==> src/sv/gbcs_pkg.sv <==
package gbcs_pkg;

    localparam int MAX_DIMENSION_DEF = 2048;

    localparam int DIM_CFG_W = 12;
    localparam int CFG_IDX_W = 3;
    localparam int CFG_DATA_W = 16;

    localparam logic [CFG_IDX_W-1:0] CFG_IMAGE_WIDTH = 3'd0;
    localparam logic [CFG_IDX_W-1:0] CFG_IMAGE_HEIGHT = 3'd1;
    localparam logic [CFG_IDX_W-1:0] CFG_COLOR_LIMIT = 3'd2;
    localparam logic [CFG_IDX_W-1:0] CFG_DRIVE_SPEED = 3'd3;
    localparam logic [CFG_IDX_W-1:0] CFG_TURN_STEER = 3'd4;

    localparam logic [DIM_CFG_W-1:0] RST_IMAGE_WIDTH = 12'd640;
    localparam logic [DIM_CFG_W-1:0] RST_IMAGE_HEIGHT = 12'd480;
    localparam logic [7:0] RST_COLOR_LIMIT = 8'd100;
    localparam logic signed [15:0] RST_DRIVE_SPEED = 16'sd5;
    localparam logic [14:0] RST_TURN_STEER = 15'd10;

    typedef struct packed {
        logic [7:0] blue;
        logic [7:0] green;
        logic [7:0] red;
    } t_in;

    typedef struct packed {
        logic [7:0]         masked_blue;
        logic [7:0]         masked_green;
        logic [7:0]         masked_red;
        logic               frame_done;
        logic               target_found;
        logic [10:0]        center_x;
        logic [10:0]        center_y;
        logic [22:0]        kept_count;
        logic signed [15:0] steer;
        logic signed [15:0] speed;
    } t_out;

    typedef enum logic [1:0] {
        ST_RUN,
        ST_DIV,
        ST_OUT
    } t_state;

    typedef struct packed {
        logic ready;
        logic accept;
        logic div_start;
        logic pix_out;
        logic frame_out;
    } t_cmd;

    typedef struct packed {
        logic last;
        logic div_busy;
        logic out_busy;
    } t_status;

endpackage

==> src/sv/gbcs_div.sv <==
module gbcs_div #(
    parameter int CW = 11,
    parameter int KW = 23,
    parameter int SW = 34
) (
    input  logic          i_clk,
    input  logic          i_rst_n,
    input  logic          i_start,
    input  logic [SW-1:0] i_dividend,
    input  logic [KW-1:0] i_divisor,
    output logic          o_busy,
    output logic [CW-1:0] o_quot
);

    localparam int CNTW = $clog2(CW + 1);

    logic            r_busy, n_busy;
    logic [CNTW-1:0] r_cnt, n_cnt;
    logic [SW-1:0]   r_rem, n_rem;
    logic [SW-1:0]   r_dsr, n_dsr;
    logic [CW-1:0]   r_quot, n_quot;
    logic            ge;
    logic [CW:0]     quot_shift;

    always_comb begin
        ge = r_rem >= r_dsr;
        quot_shift = {r_quot, ge};
        n_busy = r_busy;
        n_cnt = r_cnt;
        n_rem = r_rem;
        n_dsr = r_dsr;
        n_quot = r_quot;
        if (i_start) begin
            n_busy = 1'b1;
            n_cnt = CNTW'(CW - 1);
            n_rem = i_dividend;
            n_dsr = SW'(i_divisor) << (CW - 1);
            n_quot = '0;
        end else if (r_busy) begin
            n_rem = ge ? r_rem - r_dsr : r_rem;
            n_dsr = r_dsr >> 1;
            n_quot = quot_shift[CW-1:0];
            n_cnt = r_cnt - 1'b1;
            if (r_cnt == '0) begin
                n_busy = 1'b0;
            end
        end
    end

    always_ff @(posedge i_clk) begin
        if (!i_rst_n) begin
            r_busy <= 1'b0;
            r_cnt <= '0;
        end else begin
            r_busy <= n_busy;
            r_cnt <= n_cnt;
        end
    end

    always_ff @(posedge i_clk) begin
        r_rem <= n_rem;
        r_dsr <= n_dsr;
        r_quot <= n_quot;
    end

    assign o_busy = r_busy;
    assign o_quot = r_quot;

endmodule

==> src/sv/gbcs_dp.sv <==
module gbcs_dp #(
    parameter int MAX_DIMENSION = gbcs_pkg::MAX_DIMENSION_DEF
) (
    input  logic                            i_clk,
    input  logic                            i_rst_n,
    input  gbcs_pkg::t_cmd                  i_cmd,
    output gbcs_pkg::t_status               o_status,
    input  gbcs_pkg::t_in                   i_in_data,
    input  logic                            i_out_stall,
    output logic                            o_out_valid,
    output gbcs_pkg::t_out                  o_out_data,
    input  logic                            i_cfg_we,
    input  logic [gbcs_pkg::CFG_IDX_W-1:0]  i_cfg_index,
    input  logic [gbcs_pkg::CFG_DATA_W-1:0] i_cfg_data
);

    localparam int CW = $clog2(MAX_DIMENSION);
    localparam int KW = 2 * CW + 1;
    localparam int SW = KW + CW;
    localparam int DW = gbcs_pkg::DIM_CFG_W;
    localparam logic [DW:0] MAXV = (DW + 1)'(MAX_DIMENSION);

    logic [DW-1:0]      r_img_w, r_img_h;
    logic [7:0]         r_limit;
    logic signed [15:0] r_speed;
    logic [14:0]        r_turn;

    logic [CW-1:0] r_col, r_row;
    logic [SW-1:0] r_col_sum, n_col_sum, r_row_sum, n_row_sum;
    logic [KW-1:0] r_kept, n_kept, r_frame_count;
    gbcs_pkg::t_in r_pix;
    logic          r_out_valid, n_out_valid;
    gbcs_pkg::t_out r_out, n_out;

    logic [DW:0]   w_clamp, h_clamp, w_m1_full, h_m1_full, half_full;
    logic [CW-1:0] w_m1, h_m1, half;
    logic          kept, row_end, last, found;
    gbcs_pkg::t_in masked, frame_pix;
    logic [CW-1:0] quot_x, quot_y;
    logic          busy_x, busy_y;
    logic [CW+10:0] cx_ext, cy_ext;
    logic [KW+22:0] count_ext;
    logic signed [15:0] turn_pos;

    function automatic logic [DW:0] clamp_dim(input logic [DW-1:0] v);
        logic [DW:0] vx;
        vx = {1'b0, v};
        if (v == '0) begin
            return (DW + 1)'(1);
        end else if (vx > MAXV) begin
            return MAXV;
        end
        return vx;
    endfunction

    always_ff @(posedge i_clk) begin
        if (!i_rst_n) begin
            r_img_w <= gbcs_pkg::RST_IMAGE_WIDTH;
            r_img_h <= gbcs_pkg::RST_IMAGE_HEIGHT;
            r_limit <= gbcs_pkg::RST_COLOR_LIMIT;
            r_speed <= gbcs_pkg::RST_DRIVE_SPEED;
            r_turn <= gbcs_pkg::RST_TURN_STEER;
        end else if (i_cfg_we) begin
            case (i_cfg_index)
                gbcs_pkg::CFG_IMAGE_WIDTH: r_img_w <= i_cfg_data[DW-1:0];
                gbcs_pkg::CFG_IMAGE_HEIGHT: r_img_h <= i_cfg_data[DW-1:0];
                gbcs_pkg::CFG_COLOR_LIMIT: r_limit <= i_cfg_data[7:0];
                gbcs_pkg::CFG_DRIVE_SPEED: r_speed <= i_cfg_data;
                gbcs_pkg::CFG_TURN_STEER: r_turn <= i_cfg_data[14:0];
                default: ;
            endcase
        end
    end

    always_comb begin
        w_clamp = clamp_dim(r_img_w);
        h_clamp = clamp_dim(r_img_h);
        w_m1_full = w_clamp - 1'b1;
        h_m1_full = h_clamp - 1'b1;
        half_full = w_clamp >> 1;
        w_m1 = w_m1_full[CW-1:0];
        h_m1 = h_m1_full[CW-1:0];
        half = half_full[CW-1:0];

        kept = (i_in_data.green > i_in_data.blue) && (i_in_data.green > i_in_data.red)
            && !((i_in_data.blue > r_limit) && (i_in_data.red > r_limit));
        masked = kept ? i_in_data : '0;
        row_end = r_col >= w_m1;
        last = row_end && (r_row >= h_m1);

        n_col_sum = r_col_sum + (kept ? SW'(r_col) : '0);
        n_row_sum = r_row_sum + (kept ? SW'(r_row) : '0);
        n_kept = r_kept + (kept ? KW'(1) : '0);
    end

    always_ff @(posedge i_clk) begin
        if (!i_rst_n) begin
            r_col <= '0;
            r_row <= '0;
            r_col_sum <= '0;
            r_row_sum <= '0;
            r_kept <= '0;
        end else if (i_cmd.accept) begin
            if (last) begin
                r_col <= '0;
                r_row <= '0;
                r_col_sum <= '0;
                r_row_sum <= '0;
                r_kept <= '0;
            end else begin
                r_col <= row_end ? '0 : r_col + 1'b1;
                r_row <= row_end ? r_row + 1'b1 : r_row;
                r_col_sum <= n_col_sum;
                r_row_sum <= n_row_sum;
                r_kept <= n_kept;
            end
        end
    end

    always_ff @(posedge i_clk) begin
        if (i_cmd.div_start) begin
            r_pix <= masked;
            r_frame_count <= n_kept;
        end
    end

    gbcs_div #(.CW(CW), .KW(KW), .SW(SW)) u_div_x (
        .i_clk     (i_clk),
        .i_rst_n   (i_rst_n),
        .i_start   (i_cmd.div_start),
        .i_dividend(n_col_sum),
        .i_divisor (n_kept),
        .o_busy    (busy_x),
        .o_quot    (quot_x)
    );

    gbcs_div #(.CW(CW), .KW(KW), .SW(SW)) u_div_y (
        .i_clk     (i_clk),
        .i_rst_n   (i_rst_n),
        .i_start   (i_cmd.div_start),
        .i_dividend(n_row_sum),
        .i_divisor (n_kept),
        .o_busy    (busy_y),
        .o_quot    (quot_y)
    );

    always_comb begin
        found = r_frame_count != '0;
        cx_ext = {11'b0, quot_x};
        cy_ext = {11'b0, quot_y};
        count_ext = {23'b0, r_frame_count};
        turn_pos = {1'b0, r_turn};
        frame_pix = r_pix;

        n_out_valid = r_out_valid;
        n_out = r_out;
        if (i_cmd.pix_out) begin
            n_out_valid = 1'b1;
            n_out = '0;
            n_out.masked_blue = masked.blue;
            n_out.masked_green = masked.green;
            n_out.masked_red = masked.red;
        end else if (i_cmd.frame_out) begin
            n_out_valid = 1'b1;
            n_out = '0;
            n_out.masked_blue = frame_pix.blue;
            n_out.masked_green = frame_pix.green;
            n_out.masked_red = frame_pix.red;
            n_out.frame_done = 1'b1;
            if (found) begin
                n_out.target_found = 1'b1;
                n_out.center_x = cx_ext[10:0];
                n_out.center_y = cy_ext[10:0];
                n_out.kept_count = count_ext[22:0];
                n_out.speed = r_speed;
                if (quot_x < half) begin
                    n_out.steer = turn_pos;
                end else if (quot_x > half) begin
                    n_out.steer = -turn_pos;
                end
            end
        end else if (!i_out_stall) begin
            n_out_valid = 1'b0;
        end
    end

    always_ff @(posedge i_clk) begin
        if (!i_rst_n) begin
            r_out_valid <= 1'b0;
        end else begin
            r_out_valid <= n_out_valid;
        end
    end

    always_ff @(posedge i_clk) begin
        r_out <= n_out;
    end

    assign o_status.last = last;
    assign o_status.div_busy = busy_x | busy_y;
    assign o_status.out_busy = r_out_valid & i_out_stall;
    assign o_out_valid = r_out_valid;
    assign o_out_data = r_out;

endmodule

==> src/sv/gbcs_ctrl.sv <==
module gbcs_ctrl (
    input  logic              i_clk,
    input  logic              i_rst_n,
    input  logic              i_in_valid,
    input  gbcs_pkg::t_status i_status,
    output gbcs_pkg::t_cmd    o_cmd
);

    gbcs_pkg::t_state r_state, n_state;

    always_comb begin
        n_state = r_state;
        case (r_state)
            gbcs_pkg::ST_RUN: begin
                if (i_in_valid && !i_status.out_busy && i_status.last) begin
                    n_state = gbcs_pkg::ST_DIV;
                end
            end
            gbcs_pkg::ST_DIV: begin
                if (!i_status.div_busy) begin
                    n_state = gbcs_pkg::ST_OUT;
                end
            end
            gbcs_pkg::ST_OUT: begin
                if (!i_status.out_busy) begin
                    n_state = gbcs_pkg::ST_RUN;
                end
            end
            default: n_state = gbcs_pkg::ST_RUN;
        endcase
    end

    always_comb begin
        o_cmd = '0;
        case (r_state)
            gbcs_pkg::ST_RUN: begin
                o_cmd.ready = !i_status.out_busy;
                o_cmd.accept = o_cmd.ready && i_in_valid;
                o_cmd.div_start = o_cmd.accept && i_status.last;
                o_cmd.pix_out = o_cmd.accept && !i_status.last;
            end
            gbcs_pkg::ST_OUT: begin
                o_cmd.frame_out = !i_status.out_busy;
            end
            default: o_cmd = '0;
        endcase
    end

    always_ff @(posedge i_clk) begin
        if (!i_rst_n) begin
            r_state <= gbcs_pkg::ST_RUN;
        end else begin
            r_state <= n_state;
        end
    end

endmodule

==> src/sv/green_blob_centroid_steer.sv <==
// Green blob tracker for a BGR pixel stream in raster order. Each accepted pixel gives one
// result: the pixel itself if green dominates and blue and red are not both above the color
// limit, otherwise zero. Ordinary pixels are taken while the result register is not blocked.
// The last pixel of a frame starts two shift-subtract dividers that form the centroid one
// quotient bit per cycle, and no further request is taken until the frame result is loaded.
// That result carries the centroid, the kept count, the speed and a steer command taken from
// the centroid column against half the image width; with no kept pixels the frame fields
// other than frame_done are zero.
module green_blob_centroid_steer #(
    parameter int MAX_DIMENSION = gbcs_pkg::MAX_DIMENSION_DEF
) (
    input  logic                            i_clk,
    input  logic                            i_rst_n,
    input  logic                            i_in_valid,
    output logic                            o_in_stall,
    input  gbcs_pkg::t_in                   i_in_data,
    output logic                            o_out_valid,
    input  logic                            i_out_stall,
    output gbcs_pkg::t_out                  o_out_data,
    input  logic                            i_cfg_valid,
    output logic                            o_cfg_ready,
    input  logic [gbcs_pkg::CFG_IDX_W-1:0]  i_cfg_index,
    input  logic [gbcs_pkg::CFG_DATA_W-1:0] i_cfg_data
);

    gbcs_pkg::t_cmd    cmd;
    gbcs_pkg::t_status status;

    assign o_cfg_ready = 1'b1;
    assign o_in_stall = !cmd.ready;

    gbcs_ctrl u_ctrl (
        .i_clk     (i_clk),
        .i_rst_n   (i_rst_n),
        .i_in_valid(i_in_valid),
        .i_status  (status),
        .o_cmd     (cmd)
    );

    gbcs_dp #(.MAX_DIMENSION(MAX_DIMENSION)) u_dp (
        .i_clk      (i_clk),
        .i_rst_n    (i_rst_n),
        .i_cmd      (cmd),
        .o_status   (status),
        .i_in_data  (i_in_data),
        .i_out_stall(i_out_stall),
        .o_out_valid(o_out_valid),
        .o_out_data (o_out_data),
        .i_cfg_we   (i_cfg_valid && o_cfg_ready),
        .i_cfg_index(i_cfg_index),
        .i_cfg_data (i_cfg_data)
    );

`ifndef SYNTHESIS
    a_no_accept_when_blocked: assert property (@(posedge i_clk) disable iff (!i_rst_n)
        (o_out_valid && i_out_stall) |-> o_in_stall)
        else $error("Request taken while the result register is blocked.");

    a_no_accept_while_dividing: assert property (@(posedge i_clk) disable iff (!i_rst_n)
        status.div_busy |-> o_in_stall)
        else $error("Request taken while the centroid division runs.");

    a_no_target_fields_zero: assert property (@(posedge i_clk) disable iff (!i_rst_n)
        (o_out_valid && !o_out_data.target_found) |->
        (o_out_data.steer == '0 && o_out_data.speed == '0 && o_out_data.kept_count == '0))
        else $error("Frame fields set without a target.");

    a_frame_after_division: assert property (@(posedge i_clk) disable iff (!i_rst_n)
        cmd.frame_out |-> !status.div_busy)
        else $error("Frame result loaded before the division finished.");
`endif

endmodule
==> config.mk <==
export PLATFORM = sky130hd
export DESIGN_NAME = green_blob_centroid_steer
export DESIGN_NICKNAME = d
export VERILOG_FILES = /design/src/sv/gbcs_pkg.sv /design/src/sv/gbcs_div.sv /design/src/sv/gbcs_dp.sv /design/src/sv/gbcs_ctrl.sv /design/src/sv/green_blob_centroid_steer.sv
export SDC_FILE = /design/constraint.sdc
export NUM_CORES = 1
export LEC_CHECK = 0
export BUFFER_PORTS_ARGS = -buffer_cell sky130_fd_sc_hd__clkbuf_2
export CORE_MARGIN = 4
export CORE_UTILIZATION = 30
export DETAILED_ROUTE_END_ITERATION = 6
export PLACE_DENSITY_LB_ADDON = 0.12
export SLEW_MARGIN = 20
export SYNTH_ARGS = -nofsm -noshare
export SYNTH_HDL_FRONTEND = slang
export SYNTH_SLANG_ARGS = --single-unit
==> constraint.sdc <==
create_clock -name i_clk -period 7 [get_ports i_clk]
set_input_delay 0.35 -clock i_clk [delete_from_list [all_inputs] [get_ports i_clk]]
set_output_delay 0.35 -clock i_clk [all_outputs]
set_load 0.01 [all_outputs]
# After elaboration in Yosys (flattened, before gate mapping)
# Index checks and enable logic that the tools add are counted.
# W data, S select, Z words.
[classes]
magnitude_cmp = 12
add_sub_neg = 12
reduce_logical = 34
n_eq_ne = 10
n_mux = 55
bitwise = 3
[op_table]
columns = ["operator", "n"]
rows = [
  ["$mux W34", 8],
  ["$mux W103", 2],
  ["$mux W33", 4],
  ["$mux W11", 9],
  ["$mux W78", 1],
  ["$add A34 B34 Y34", 2],
  ["$ge A34 B33 Y1", 2],
  ["$sub A34 B33 Y34", 2],
  ["$mux W12", 3],
  ["$gt A8 B8 Y1", 4],
  ["$mux W16", 2],
  ["$gt A12 B12 Y1 const B", 2],
  ["$logic_not A12 Y1", 2],
  ["$mux W24", 1],
  ["$add A23 B23 Y23", 1],
  ["$mux W23", 1],
  ["$reduce_bool A23 Y1", 1],
  ["$add A11 B1 Y11 const B", 2],
  ["$ge A11 B11 Y1", 2],
  ["$sub A11 B1 Y11 const B", 2],
  ["$mux W4", 5],
  ["$neg A15 Y16", 1],
  ["$reduce_and A2 Y1", 8],
  ["$mux W1", 15],
  ["other kinds (24)", 44],
]
[totals]
output_inout_bits = 106
reg_bits = 495

# Depth between registers and ports, before layout
[logic_depth]
depth_word = 12
ltp_mapped = 25

# Modules after synthesis
# Synthesis repeated with hierarchy kept, for this count alone.
[unflattened]
hier_cells = 3027
hier_area_um2 = 27515.1
[by_module_without_submodules]
columns = ["module", "instances", "area_per_inst_um2", "cells_per_inst"]
rows = [
  ["gbcs_dp", 1, 16424.5, 1795],
  ["gbcs_div at u_dp.u_div_x", 1, 5544.1, 613],
  ["gbcs_div at u_dp.u_div_y", 1, 5401.4, 602],
  ["gbcs_ctrl", 1, 130.1, 14],
  ["green_blob_centroid_steer", 1, 15.0, 3],
]

# Worst setup path after synthesis
# OpenSTA, ideal clock, no wires.
[synth_timing]
path_kind = "register to register"
startpoint = "register u_dp.r_img_h[5]"
endpoint = "register u_dp.u_div_y.r_rem[0] (enable)"
n_path_buf = 3
stages_incl_launch_ff = 19
synth_period_minus_slack_ps = 5194
t_arrival_ps = 4764
path_slack_ps = 1806
required_ps = 6570
setup_ps = 430
cell_sequence = "dfxtp_1 > nor4_1 > nor2b_1 > nor2b_1 > nor4b_2 > o21ai_0 > ha_1 > o21ai_0 > o211a_1 > a21oi_1 > ha_1 > nand2_1 > o31ai_1 > a221oi_4 > nand2b_1 > buf_4 > buf_2 > buf_1 > o21ai_1"
[synth_via]
elab_chain_len = 11
word_cells_on_any_way = 14
classes_between = "add/sub: 1; order compare: 2; mux: 5; reduce/logical: 6"
[synth_rtl]
columns = ["element", "line", "text"]
rows = [
  ["start, declared", "gbcs_dp.sv:23", "logic [DW-1:0] r_img_w, r_img_h;"],
  ["start signal, assigned", "gbcs_dp.sv:59", "r_img_h <= gbcs_pkg::RST_IMAGE_HEIGHT;"],
  ["start signal, assigned", "gbcs_dp.sv:66", "gbcs_pkg::CFG_IMAGE_HEIGHT: r_img_h <= i_cfg_data[DW-1:0];"],
  ["$gt A12 B12 Y1", "gbcs_dp.sv:50", "end else if (vx > MAXV) begin"],
  ["$mux W1", "gbcs_dp.sv:50", ""],
  ["$mux W1", "gbcs_dp.sv:48", "if (v == '0) begin"],
  ["$mux W11 *", "gbcs_dp.sv:53", "return vx;"],
  ["$sub A11 B1 Y11 *", "gbcs_dp.sv:79", "h_m1_full = h_clamp - 1'b1;"],
  ["$ge A11 B11 Y1 *", "gbcs_dp.sv:89", "last = row_end && (r_row >= h_m1);"],
  ["$logic_and A1 B1 Y1 *", "gbcs_dp.sv:89", ""],
  ["$logic_and A1 B1 Y1 *", "gbcs_ctrl.sv:39", "o_cmd.div_start = o_cmd.accept && i_status.last;"],
  ["$mux W4 *", "gbcs_ctrl.sv:35", "case (r_state)"],
  ["$reduce_bool A2 Y1 (no line)", "-", ""],
  ["$reduce_and A2 Y1 (no line) *", "-", ""],
  ["end signal, assigned", "gbcs_div.sv:61", "r_rem <= n_rem;"],
  ["end, declared", "gbcs_div.sv:19", "logic [SW-1:0] r_rem, n_rem;"],
]
# Mark *: on every way between the ends. The rest lies on a longest branch, timed or not.
# A chain may end at the register's enable or synchronous reset.

==> impl_summary.txt <==
----------------------------------------------------
[Synth]
  Post-synth EDFFs ... 185
  Seq/Total Area, Yosys ... 0.430
  Primary flip-flop cell chosen by synthesis mapping ... sky130_fd_sc_hd__dfxtp_1
  Synth async-reset ratio ... 0
  Number of synthesis warnings ... 0
  Unique cell type count in the Yosys netlist ... 98
  Number of storage elements in the synthesis netlist ... 495
  Synthesized area per cell ... 9.21 µm²
  Cell area after synthesis ... 27400 µm²
  Cell count after synthesis ... 2969
  Net count after synthesis ... 3183

[Worst hold path]
  Start point of the worst min-delay path ... i_in_data[8]
  Hold-critical path depth ... 2
  Terminating pin of the worst hold path ... u_dp.o_out_data[87]
  Hold Path Class ... input port to register

[GRT]
  Met1 GRT Util ... 0.234
  Wire length of the first global-routing pass ... 128000 µm
  Overflow after GRT ... 0
  GRT Max-Usage Layer ... met2
  Maximum number of pins on one net before global-route repair ... 84
  Antenna violations before repair ... 4
  Grt met3 use ... 0.0181
  Met2 Resource Use GR ... 0.284
  Via count of the first global-routing pass ... 21400
  GRT Resource Usage Total ... 0.170

[Run status]
  Violations in the final reports ... DRC
  Status ... complete, but fails checks

[Setup path]
  Crit path arrival time ... 5.98 ns
  Worst setup path category ... register to register
  Worst R2R End ... u_dp.o_out_data[102]
  Peak fanout along the critical path ... 30
  Depth of the worst register-to-register path ... 20
  WP data required ... 7.48 ns
  R2R Setup Slk ... 1.50 ns
  Sort of element at the end of the critical path ... register
  CP Launch Type ... register
  Reg-to-reg critical path startpoint ... u_dp.r_img_h[5]

[Pwr]
  Tot Pwr ... 6.64 mW
  Worst supply voltage drop on vdd ... 0.000185 V
  Ratio of total power to cell area ... 213 nW/µm²
  Static leakage power ... 12.7 nW

[Floorplan]
  Initial core utilization ... 0.303
  Die W ... 310 µm
  Floorplan die height ... 310 µm
  Total die area ... 96100 µm²
  Number of top-level pins ... 154
  Core Area ... 90300 µm²
  Standard-cell row count ... 110

[STA]
  Rel. slew slack ... 0.275
  Post-layout min period ... 5.50 ns
  Final Setup Violations ... 0
  Final count of pins violating max slew ... 0
  Unrepaired setup endpoints after global routing ... no
  Final total negative setup slack ... 0 ns
  Tightest Pin Transition ... 1.08 ns
  Final setup skew ... 0.0340 ns
  Fraction of the cycle the final worst path needs ... 0.786
  Achievable Freq ... 182 MHz
  Final hold violations ... 0

[Run]
  Max-cap violations ... 0

[Route]
  WL per Instance ... 19.7 µm
  Total Wirelength ... 84400 µm
  Count of antenna-violating nets left after detailed routing ... 0
  Count of routing violations after the opening detailed-route iteration ... 1567
  Total iterations of the first detailed-routing run ... 7
  Total via count after detailed routing ... 21900
  Routed vias/inst ... 5.11
  Post-route DRC violation count ... 4

[Placement]
  Detailed placer's ending HPWL ... 61200 µm
  Final weighted congestion in routability-driven placement ... 0.814
  Number of input and output port buffers inserted ... 152

[Layout]
  Most common cell after layout, fill and taps aside ... sky130_fd_sc_hd__nand2_1
  Post-synthesis to final-layout area growth ... 14.0%
  Multi-input logic area ... 14400 µm²
  Fin nets ... 3274
  Most used cells in the layout excluding fill and tap cells ... sky130_fd_sc_hd__nand2_1 (339), sky130_fd_sc_hd__dfxtp_1 (308), sky130_fd_sc_hd__nor2_1 (206)
  Share of post-route cells with drive strength above 1 ... 0.104
  Area taken by flip-flops and latches ... 11800 µm²
  Count of fill cells added during filler insertion ... 9281

[Clocking]
  CTS tree ... done
  Clock-pin slew on the worst setup and hold paths ... 0.06 ns
  Number of buffers on the longest clock path ... 3
  Library cell used as clock root buffer ... sky130_fd_sc_hd__clkbuf_16
  Number of H-tree levels ... 2
  Post-CTS Repair Setup Buffers ... 0
  TritonCTS Buffers ... 59
  TritonCTS sink count ... 495
  Clock insertion delay at the later pin of the skew report ... 0.63 ns

----------------------------------------------------
registers in the layout, indices dropped and copies added, names as in the netlist, 12 cells and up:
signal              flops
u_dp.o_out_data       103
u_dp.r_col_sum         34
u_dp.r_row_sum         34
u_dp.u_div_x.r_rem     34
u_dp.u_div_y.r_rem     34
u_dp.u_div_x.r_dsr     33
u_dp.u_div_y.r_dsr     33
u_dp.frame_pix         24
u_dp.r_frame_count     23
u_dp.r_kept            23
u_dp.r_speed           16
u_dp.r_turn            15
u_dp.r_img_h           12
u_dp.r_img_w           12
how the worst max path moves through the flow:
stage / end / cells after the start / from / slack, ns
finish: u_dp.o_out_data[102] / 20 / u_dp.r_img_h[5] / 1.50
global route: u_dp.o_out_data[79] / 20 / u_dp.r_img_h[5] / 0.99
CTS: u_dp.o_out_data[102] / 20 / u_dp.r_img_h[5] / 1.49
detailed placement: u_dp.o_out_data[102] / 20 / u_dp.r_img_h[5] / 1.51
global placement: u_dp.o_out_data[87] / 20 / u_dp.r_img_h[5] / 1.55
floorplan: u_dp.u_div_y.r_rem[0] / 18 / u_dp.r_img_h[5] / 1.81
through the flow:
step | cells | setup slack (ns) | hold WS [ns] | cell area [µm²] | util
global placement | 4170 | 1.55 | 0.443 | 29200 | 0.323
global route | 4287 | 0.990 | 0.0430 | 31200 | 0.345
finish | 4288 | 1.50 | 0.0736 | 31200 | 0.345
floorplan | 2969 | 1.81 | 0.435 | 27400 | -
detailed placement | 4170 | 1.51 | 0.445 | 29200 | 0.323
CTS | 4285 | 1.49 | 0.0181 | 31200 | 0.345
layout make-up:
type / instances / share of cell area
Multi-Input combinational cell: 2173 / 0.463
Sequential cell: 495 / 0.377
Clock buffer: 86 / 0.0566
Tap cell: 1176 / 0.0472
Timing Repair Buffer: 182 / 0.0325
Inverter: 149 / 0.0181
Clock inverter: 24 / 0.00554
Antenna cell: 3 / 0.000241
report_power, final:
group	switching, mW	total, mW	internal, mW
Clock	1.27	3.06	1.78
Combinational	0.311	0.500	0.189
Sequential	0.0515	3.09	3.04
Total	1.64	6.64	5.01
what timing repair did:
item                       4_1_cts  5_1_grt
setup endpoints to repair        0        0
hold endpoints to repair         8        0
resized for setup                0        0
hold buffers                     5        0
logic make-up (layout without fill, tap and decap cells):
| logic type | after synthesis | in the layout | synth area share |
|---|---|---|---|
| and+or+nand+nor | 1022 | 1022 | 0.182 |
| AOI/OAI and AO/OA | 755 | 755 | 0.191 |
| DFF | 495 | 495 | 0.430 |
| buffers and inverters | 301 | 441 | 0.0452 |
| xor gates and xnor gates | 185 | 185 | 0.0592 |
| adders and majority gates | 166 | 166 | 0.0770 |
| muxes | 44 | 44 | 0.0161 |
| other | 1 | 4 | 0.000137 |
cells in the mapped netlist, types with 5 or more instances:
master / number / area [µm²]
sky130_fd_sc_hd__o21a_1: 25 / 188
sky130_fd_sc_hd__nand2_1: 339 / 1270
sky130_fd_sc_hd__a21oi_1: 158 / 791
sky130_fd_sc_hd__a21boi_1: 7 / 52.6
sky130_fd_sc_hd__mux2i_1: 44 / 440
sky130_fd_sc_hd__a22o_1: 88 / 771
sky130_fd_sc_hd__a21o_1: 95 / 713
sky130_fd_sc_hd__nand3b_1: 5 / 37.5
sky130_fd_sc_hd__or3_1: 17 / 106
sky130_fd_sc_hd__nand2b_1: 22 / 138
sky130_fd_sc_hd__ha_1: 162 / 2030
sky130_fd_sc_hd__buf_2: 48 / 240
sky130_fd_sc_hd__or2_1: 6 / 37.5
sky130_fd_sc_hd__a21boi_0: 71 / 533
sky130_fd_sc_hd__a211o_1: 5 / 43.8
sky130_fd_sc_hd__and4_1: 7 / 61.3
sky130_fd_sc_hd__o21bai_1: 13 / 97.6
sky130_fd_sc_hd__nor3_1: 45 / 225
sky130_fd_sc_hd__nor2_1: 210 / 788
sky130_fd_sc_hd__inv_1: 148 / 556
sky130_fd_sc_hd__and3_1: 36 / 225
sky130_fd_sc_hd__o211ai_1: 10 / 75.1
sky130_fd_sc_hd__buf_4: 5 / 37.5
sky130_fd_sc_hd__o21ai_0: 125 / 626
sky130_fd_sc_hd__and2_1: 69 / 432
sky130_fd_sc_hd__nor4_1: 19 / 119
sky130_fd_sc_hd__nand3_1: 89 / 445
sky130_fd_sc_hd__nor2b_1: 76 / 475
sky130_fd_sc_hd__clkbuf_1: 89 / 334
sky130_fd_sc_hd__xor2_1: 89 / 780
sky130_fd_sc_hd__o41ai_1: 9 / 78.8
sky130_fd_sc_hd__o2bb2ai_1: 13 / 114
sky130_fd_sc_hd__xnor2_1: 96 / 841
sky130_fd_sc_hd__buf_1: 5 / 18.8
sky130_fd_sc_hd__a22oi_1: 15 / 113
sky130_fd_sc_hd__a211oi_1: 10 / 75.1
sky130_fd_sc_hd__o31ai_1: 23 / 173
sky130_fd_sc_hd__o21ai_1: 16 / 80.1
sky130_fd_sc_hd__nor3b_1: 6 / 45.0
sky130_fd_sc_hd__dfxtp_1: 310 / 6210
sky130_fd_sc_hd__edfxtp_1: 185 / 5560
sky130_fd_sc_hd__nand4_1: 43 / 269
sky130_fd_sc_hd__a31oi_1: 21 / 131
worst max-delay path: stages (launching register included):
cell	delay (ns)
sky130_fd_sc_hd__dfxtp_1	0.37
sky130_fd_sc_hd__nor4_1	0.45
sky130_fd_sc_hd__nor2b_1	0.26
sky130_fd_sc_hd__nor2b_1	0.26
sky130_fd_sc_hd__nor4b_2	0.37
sky130_fd_sc_hd__o21ai_0	0.19
sky130_fd_sc_hd__ha_1	0.26
sky130_fd_sc_hd__o21ai_0	0.17
sky130_fd_sc_hd__o211a_1	0.18
sky130_fd_sc_hd__a21oi_1	0.04
sky130_fd_sc_hd__ha_1	0.29
sky130_fd_sc_hd__a21oi_1	0.12
sky130_fd_sc_hd__o21ai_0	0.09
sky130_fd_sc_hd__a21oi_1	0.14
sky130_fd_sc_hd__o31ai_1	0.11
sky130_fd_sc_hd__a221oi_4	0.45
sky130_fd_sc_hd__nor2_4	0.09
sky130_fd_sc_hd__nor2_4	0.15
sky130_fd_sc_hd__buf_4	0.48
sky130_fd_sc_hd__and2_1	0.63
sky130_fd_sc_hd__a22o_1	0.23
layer usage:
layer	vias up	part of all wire
met4	0	0.027
met1	10700	0.47
met2	353	0.48
met5	-	0
li1	10800	-
met3	117	0.028
Note: power is estimated with default switching activity, not from simulation.
